File: src/design/assert_macros.svh
// Assertion macros used by the horizon occlusion buffer controller.
`ifndef ASSERT_MACROS_SVH
`define ASSERT_MACROS_SVH

// Clocked assertion that is switched off while reset is high.
`define HOB_ASSERT_CLK(label, prop, msg) \
  label: assert property (@(posedge clk) disable iff (rst) prop) else $error(msg);

// Clocked assertion that also holds during reset.
`define HOB_ASSERT_RST(label, prop, msg) \
  label: assert property (@(posedge clk) prop) else $error(msg);

`endif

File: src/design/hob_pkg.sv
// Shared types and constants of the horizon occlusion buffer.
package hob_pkg;

  // Configuration register indexes.
  localparam int unsigned CFG_IDX_W = 3;
  localparam logic [CFG_IDX_W-1:0] CFG_CULL_EN   = 3'd0;
  localparam logic [CFG_IDX_W-1:0] CFG_TERRAIN_Z = 3'd1;
  localparam logic [CFG_IDX_W-1:0] CFG_CAM_X     = 3'd2;
  localparam logic [CFG_IDX_W-1:0] CFG_CAM_Y     = 3'd3;
  localparam logic [CFG_IDX_W-1:0] CFG_CAM_Z     = 3'd4;
  localparam logic [CFG_IDX_W-1:0] CFG_VIEW_X    = 3'd5;
  localparam logic [CFG_IDX_W-1:0] CFG_VIEW_Y    = 3'd6;

  // Request types.
  localparam logic [1:0] REQ_CLEAR = 2'd0;
  localparam logic [1:0] REQ_ADD   = 2'd1;
  localparam logic [1:0] REQ_TEST  = 2'd2;
  localparam logic [1:0] REQ_NONE  = 2'd3;

  // Result selection.
  localparam logic [1:0] RES_ZERO = 2'd0;
  localparam logic [1:0] RES_NEAR = 2'd1;
  localparam logic [1:0] RES_OCC  = 2'd2;

  // Division operand selection.
  localparam logic [1:0] DIV_SCREEN = 2'd0;
  localparam logic [1:0] DIV_LOW    = 2'd1;
  localparam logic [1:0] DIV_HIGH   = 2'd2;

  // Corner product order: fx*py, fy*px, fx*px, fy*py.
  localparam logic [1:0] MUL_FX_PY = 2'd0;
  localparam logic [1:0] MUL_FY_PX = 2'd1;
  localparam logic [1:0] MUL_FX_PX = 2'd2;
  localparam logic [1:0] MUL_FY_PY = 2'd3;

  // Screen mapping steps.
  localparam logic [1:0] MAP_T_LO = 2'd0;
  localparam logic [1:0] MAP_T_HI = 2'd1;
  localparam logic [1:0] MAP_U_LO = 2'd2;
  localparam logic [1:0] MAP_U_HI = 2'd3;

  // Fixed-point constants.
  localparam logic signed [15:0] SCREEN_SCALE = 16'sd21627;
  localparam logic signed [31:0] SCREEN_HALF  = 32'sd32768;
  localparam logic signed [31:0] S32_MIN      = 32'sh8000_0000;
  localparam logic signed [31:0] S32_MAX      = 32'sh7fff_ffff;
  localparam logic signed [31:0] SLOPE_MIN    = 32'sh8000_0001;

  // Divider widths.
  localparam int unsigned NUM_W = 52;
  localparam int unsigned DEN_W = 36;
  localparam int unsigned QUO_W = 32;
  localparam int unsigned RES_W = 34;

  // Item widths on the stream ports.
  localparam int unsigned IN_DATA_W  = 192;
  localparam int unsigned OUT_DATA_W = 8;

  // Commands from the controller to the datapath.
  typedef struct packed {
    logic       cap_en;
    logic       mul_en;
    logic [1:0] mul_sel;
    logic       acc_en;
    logic [1:0] acc_sel;
    logic [1:0] corner;
    logic       div_start;
    logic [1:0] div_sel;
    logic       take_en;
    logic       first;
    logic       map_en;
    logic [1:0] map_sel;
    logic       span_init;
    logic       span_upd;
    logic       idx_clr;
    logic       idx_inc;
    logic       scan_cmp;
    logic       upd_wr;
    logic       clr_wr;
    logic       res_load;
    logic [1:0] res_sel;
  } cmd_t;

  // Status from the datapath to the controller.
  typedef struct packed {
    logic [1:0] req;
    logic       cull_off;
    logic       d_pos;
    logic       div_done;
    logic       scan_ne;
    logic       upd_ne;
    logic       idx_last;
    logic       idx_max;
    logic       occ;
    logic       above;
  } status_t;

endpackage

File: src/design/hob_ctrl.sv
// Controller: sequences one item through the datapath and owns the stream handshake.
`include "assert_macros.svh"

module hob_ctrl (
  input  logic             clk,
  input  logic             rst,
  input  logic             s_tvalid,
  output logic             s_tready,
  output logic             m_tvalid,
  input  logic             m_tready,
  input  hob_pkg::status_t stat,
  output hob_pkg::cmd_t    cmd
);

  localparam logic [4:0] S_INIT_CLR  = 5'd0;
  localparam logic [4:0] S_IDLE      = 5'd1;
  localparam logic [4:0] S_DISPATCH  = 5'd2;
  localparam logic [4:0] S_CLR       = 5'd3;
  localparam logic [4:0] S_MUL       = 5'd4;
  localparam logic [4:0] S_CHK       = 5'd5;
  localparam logic [4:0] S_DIV_GO    = 5'd6;
  localparam logic [4:0] S_DIV_WAIT  = 5'd7;
  localparam logic [4:0] S_MAP       = 5'd8;
  localparam logic [4:0] S_SCAN_INIT = 5'd9;
  localparam logic [4:0] S_SCAN_RD   = 5'd10;
  localparam logic [4:0] S_SCAN_CMP  = 5'd11;
  localparam logic [4:0] S_POST      = 5'd12;
  localparam logic [4:0] S_UPD_INIT  = 5'd13;
  localparam logic [4:0] S_UPD_RD    = 5'd14;
  localparam logic [4:0] S_UPD_WR    = 5'd15;
  localparam logic [4:0] S_FIN       = 5'd16;

  localparam logic [2:0] MUL_STEPS = 3'd4;

  logic [4:0] state;
  logic [4:0] state_next;
  logic [1:0] corner;
  logic [1:0] corner_next;
  logic [2:0] step;
  logic [2:0] step_next;
  logic [1:0] dsel;
  logic [1:0] dsel_next;
  logic [1:0] mstep;
  logic [1:0] mstep_next;
  logic [1:0] res_sel;
  logic [1:0] res_sel_next;
  logic       m_tvalid_next;

  assign s_tready = state == S_IDLE;

  // Next state and commands.
  always_comb begin
    state_next    = state;
    corner_next   = corner;
    step_next     = step;
    dsel_next     = dsel;
    mstep_next    = mstep;
    res_sel_next  = res_sel;
    m_tvalid_next = m_tvalid && !m_tready;
    cmd           = '0;
    cmd.corner    = corner;
    cmd.mul_sel   = step[1:0];
    cmd.acc_sel   = 2'(step - 3'd1);
    cmd.div_sel   = dsel;
    cmd.map_sel   = mstep;
    cmd.res_sel   = res_sel;

    case (state)
      S_INIT_CLR: begin
        cmd.clr_wr  = 1'b1;
        cmd.idx_inc = 1'b1;
        if (stat.idx_max) begin
          state_next = S_IDLE;
        end
      end
      S_IDLE: begin
        if (s_tvalid) begin
          cmd.cap_en = 1'b1;
          state_next = S_DISPATCH;
        end
      end
      S_DISPATCH: begin
        if (stat.req == hob_pkg::REQ_CLEAR) begin
          cmd.idx_clr = 1'b1;
          state_next  = S_CLR;
        end else if (stat.req == hob_pkg::REQ_NONE || stat.cull_off) begin
          res_sel_next = hob_pkg::RES_ZERO;
          state_next   = S_FIN;
        end else begin
          corner_next = 2'd0;
          step_next   = 3'd0;
          state_next  = S_MUL;
        end
      end
      S_CLR: begin
        cmd.clr_wr  = 1'b1;
        cmd.idx_inc = 1'b1;
        if (stat.idx_max) begin
          res_sel_next = hob_pkg::RES_ZERO;
          state_next   = S_FIN;
        end
      end
      S_MUL: begin
        cmd.mul_en = step != MUL_STEPS;
        cmd.acc_en = step != 3'd0;
        step_next  = step + 3'd1;
        if (step == MUL_STEPS) begin
          state_next = S_CHK;
        end
      end
      S_CHK: begin
        if (!stat.d_pos) begin
          res_sel_next = hob_pkg::RES_NEAR;
          state_next   = S_FIN;
        end else begin
          dsel_next  = hob_pkg::DIV_SCREEN;
          state_next = S_DIV_GO;
        end
      end
      S_DIV_GO: begin
        cmd.div_start = 1'b1;
        state_next    = S_DIV_WAIT;
      end
      S_DIV_WAIT: begin
        if (stat.div_done) begin
          cmd.take_en = 1'b1;
          cmd.first   = corner == 2'd0;
          if (dsel == hob_pkg::DIV_HIGH) begin
            if (corner == 2'd3) begin
              mstep_next = hob_pkg::MAP_T_LO;
              state_next = S_MAP;
            end else begin
              corner_next = corner + 2'd1;
              step_next   = 3'd0;
              state_next  = S_MUL;
            end
          end else begin
            dsel_next  = dsel + 2'd1;
            state_next = S_DIV_GO;
          end
        end
      end
      S_MAP: begin
        cmd.map_en = 1'b1;
        mstep_next = mstep + 2'd1;
        if (mstep == hob_pkg::MAP_U_HI) begin
          state_next = S_SCAN_INIT;
        end
      end
      S_SCAN_INIT: begin
        cmd.span_init = 1'b1;
        state_next    = stat.scan_ne ? S_SCAN_RD : S_POST;
      end
      S_SCAN_RD: begin
        state_next = S_SCAN_CMP;
      end
      S_SCAN_CMP: begin
        cmd.scan_cmp = 1'b1;
        if (stat.above || stat.idx_last) begin
          state_next = S_POST;
        end else begin
          cmd.idx_inc = 1'b1;
          state_next  = S_SCAN_RD;
        end
      end
      S_POST: begin
        res_sel_next = hob_pkg::RES_OCC;
        if (stat.req == hob_pkg::REQ_ADD && !stat.occ) begin
          state_next = S_UPD_INIT;
        end else begin
          state_next = S_FIN;
        end
      end
      S_UPD_INIT: begin
        cmd.span_init = 1'b1;
        cmd.span_upd  = 1'b1;
        state_next    = stat.upd_ne ? S_UPD_RD : S_FIN;
      end
      S_UPD_RD: begin
        state_next = S_UPD_WR;
      end
      S_UPD_WR: begin
        cmd.upd_wr = 1'b1;
        if (stat.idx_last) begin
          state_next = S_FIN;
        end else begin
          cmd.idx_inc = 1'b1;
          state_next  = S_UPD_RD;
        end
      end
      S_FIN: begin
        if (!m_tvalid || m_tready) begin
          cmd.res_load  = 1'b1;
          m_tvalid_next = 1'b1;
          state_next    = S_IDLE;
        end
      end
      default: begin
        state_next = S_IDLE;
      end
    endcase
  end

  // Control registers.
  always_ff @(posedge clk) begin
    if (rst) begin
      state    <= S_INIT_CLR;
      corner   <= '0;
      step     <= '0;
      dsel     <= '0;
      mstep    <= '0;
      res_sel  <= hob_pkg::RES_ZERO;
      m_tvalid <= 1'b0;
    end else begin
      state    <= state_next;
      corner   <= corner_next;
      step     <= step_next;
      dsel     <= dsel_next;
      mstep    <= mstep_next;
      res_sel  <= res_sel_next;
      m_tvalid <= m_tvalid_next;
    end
  end

  // Only one item is in work at a time.
  `HOB_ASSERT_CLK(a_one_item, (s_tvalid && s_tready) |=> !s_tready, "item taken while busy")
  // A waiting result is never overwritten.
  `HOB_ASSERT_CLK(a_no_overwrite, cmd.res_load |-> (!m_tvalid || m_tready), "result overwritten")
  // Reset starts the clearing pass with input closed.
  `HOB_ASSERT_RST(a_reset_sweep, rst |=> (!s_tready && !m_tvalid), "input open after reset")

endmodule

File: config.mk
export PLATFORM = sky130hd
export DESIGN_NAME = hob_ctrl
export DESIGN_NICKNAME = d
export VERILOG_FILES = /design/src/design/hob_pkg.sv /design/src/design/hob_ctrl.sv
export VERILOG_INCLUDE_DIRS = /design/src /design/src/design
export SDC_FILE = /design/constraint.sdc
export NUM_CORES = 1
export LEC_CHECK = 0
export ABC_AREA = 1
export BUFFER_PORTS_ARGS = -buffer_cell sky130_fd_sc_hd__clkbuf_2
export CAP_MARGIN = 40
export CORE_ASPECT_RATIO = 0.9
export CORE_MARGIN = 3
export CORE_UTILIZATION = 38
export DETAILED_ROUTE_END_ITERATION = 10
export GPL_TIMING_DRIVEN = 0
export PLACE_DENSITY = 0.7
export SYNTH_ARGS = -nofsm -noshare
export SYNTH_HDL_FRONTEND = slang
export SYNTH_SLANG_ARGS = --single-unit
File: constraint.sdc
create_clock -name clk -period 1.7 [get_ports clk]
set_clock_uncertainty 0.2 [all_clocks]
set_input_delay 0.255 -clock clk [delete_from_list [all_inputs] [get_ports clk]]
set_output_delay 0.255 -clock clk [all_outputs]
set_load 0.05 [all_outputs]
==> results.yml <==
status:
  outcome: "finished with violations"
  violations: "negative setup slack"
critical_path:
  cp.required_ns: 1.24
  path_class: "flop to primary output"
  cpPeakStageDelay_ns: 0.41
  critPathLaunchType: "flop"
  path_cells: "nand2_4, nor2_4, nand3b_1, nand3_4, clkbuf_16"
  cp_slowest_cell: "dfxtp_4"
  cpLargestDelayFamily: "simple AND/OR/NAND/NOR gates"
  crit_fanout: 6
  crit_buf_inv: 1
  reg2reg_slack_ns: -0.03
  endpoint_kind: "primary output"
  arrival_ns: 1.39
clocking:
  clkLatencyLatePin_ns: 0.25
  cts_htree_levels: 1
  root_buffer: "clkbuf_8"
  cts_tree: "done"
  clk_pin_slew_ns: 0.06
  clkSinkCount: 17
  cts_inserted_buffers: 3
  cts_buffer_depth: 2
global_routing:
  grt-ovfl-total: 0
  grt.total_usage_pct: 20.13
  grt_pass1_wl_um: 7307
  antenna_found_initial: 0
  grt_max_degree: 11
  grt_pass1_vias: 1640
route:
  vias: 1835
  routed_wl_um: 4959
  drt-initial-drc-count: 112
  route.detailed.drc: 0
  post_drt_wl_per_cell_um: 13.81
  ant_nets: 0
  drt-vias-per-instance: 5.111
  drtPass1Iterations: 4
synth:
  synth.avg_cell_area_um2: 5.759
  yosys.area.top_type: "dfxtp_1"
  synth_cell_type_count: 23
  synth-seq-area-share_pct: 24.73
  ys_top_cells_by_area: "dfxtp_1 (25%), nand2_1 (17%), inv_1 (9.8%)"
  ys_seq_elements: 17
  synth_nets: 260
  synth_top_area_share_pct: 24.73
  ys_warn_count: 0
  synth_cells: 239
  syn-cell-area_um2: 1376
floorplanning:
  coreArea_um2: 3428
  die_h_um: 63.10
  dieArea_um2: 4381
  core.rowCount: 20
  ios: 44
  initial_core_util_pct: 40.15
  die_w_um: 69.44
sta:
  max_freq_mhz: 543.1
  drv_slew: 0
  hold-worst-slack_ns: 0.1075
  tightest_slew_ns: 0.5427
  finalHoldViolCount: 0
  period_minus_slack_ns: 1.841
  setup_violations: 16
  worst_slack_ns: -0.1414
  rsz0062_at_grt: "yes"
  period_share_pct: 108.3
  max_slew_margin_pct: 63.82
job:
  drv_cap: 0
layout:
  ff_latch_area_um2: 369.1
  nNetsFinal: 337
  multi_input_area_um2: 1166
  mostFrequentLayoutCell: "nand2_1"
  stdcell_count: 359
  area_growth_pct: 78.91
  final_cell_mix: "nand2_1 (50), inv_1 (27), clkbuf_2 (26)"
  design_area_um2: 2462
  nFillCells: 270
  diodes: 0
  drive_above_1_share_pct: 50.79
pwr:
  power.density_nw_per_um2: 1084
  p_leak_nw: 1.179
  ir_drop_uv: 808.5
  total_power_mw: 2.669
placement:
  hpwl_um: 3124
  place_area_um2: 1763
  place_inst: 326
  place.gp.congestion: 0.9231
  portBuffers: 43
  pre_cts_ws_ns: -0.1959
hold_path:
  hold_class: "input pin to flop"
[report_power, final]
part | switching, mW | internal [mW] | leakage (nW) | total [mW]
combinational | 1.07 | 0.762 | 1.01 | 1.83
clock | 0.135 | 0.163 | 0.0255 | 0.298
sequential | 0.0864 | 0.455 | 0.145 | 0.541
[cell families (layout without fill, tap and decap cells)]
logic type	count (synthesis)	count (layout)	synth area share, %
AOI/OAI and AO/OA	29	29	11.18
adders and majority gates	6	6	5.454
buffers and inverters	44	120	12.55
DFF	17	17	24.73
and+or+nand+nor	143	143	46.09
[cells in the mapped netlist]
cell type / count
o21ai_1: 5
nand4_1: 3
o21ai_0: 7
a31oi_1: 2
nor2_4: 1
or2_2: 1
inv_2: 5
a21oi_2: 1
inv_1: 36
nor2_2: 8
dfxtp_1: 17
nand2_2: 2
nor2_1: 36
ha_1: 6
nand3_1: 21
a21boi_1: 1
nand3_2: 3
nor3_1: 2
clkbuf_1: 1
buf_4: 2
a21oi_1: 13
nand3b_1: 2
nand2_1: 64
[final timing paths]
kind	from	endpoint	depth (start not counted)
worst min register to register	res_sel[1]$_SDFFE_PP0P_	res_sel[1]$_SDFFE_PP0P_	2
worst min-delay path	m_tready	m_tvalid$_SDFF_PP0_	4
worst max-delay path	state[1]$_SDFFE_PP0P_	cmd[6]	5
worst max register to register	state[1]$_SDFFE_PP0P_	state[2]$_SDFFE_PP0P_	9
[worst min-delay path: stages]
cell and delay, ns:
clkbuf_2 0.08, nor2_1 0.07, inv_1 0.06, a21oi_1 0.05
[layout make-up]
type / count / share of cell area (%)
Buffer: 3 / 0.7622
Clock buffer: 3 / 1.677
Clock inverter: 1 / 0.2033
Inverter: 41 / 7.165
Multi-Input combinational cell: 178 / 47.36
Sequential cell: 17 / 14.99
Tap cell: 44 / 2.236
Timing Repair Buffer: 72 / 25.61
[routing by layer]
layer	global-route usage (%)	routed length [µm]
met1	26.42	2029
met3	3.668	423
met2	34.76	2436
met4	3.415	70
met5	0	0
[flip-flops by register name, indices dropped and copies added, names as in the netlist]
| name | count |
|---|---|
| dsel | 2 |
| state | 5 |
| m_tvalid | 1 |
| step | 3 |
| corner | 2 |
| mstep | 2 |
| res_sel | 2 |
[stage by stage]
step | utilization (%) | TNS (ns)
CTS | 62.99 | -0.7970
global placement | 51.42 | -1.704
floorplan | - | -0.2648
detailed placement | 51.42 | -1.871
global route | 71.82 | -2.558
finish | 71.82 | -1.113
[repair_timing]
item,4_1_cts,5_1_grt
hold buffers,1,0
buffers inserted,13,15
hold endpoints to repair,1,0
pin swaps,12,23
resized for setup,65,61
endpoints found under the setup margin,30,32
Note: power is estimated with default switching activity, not from simulation.
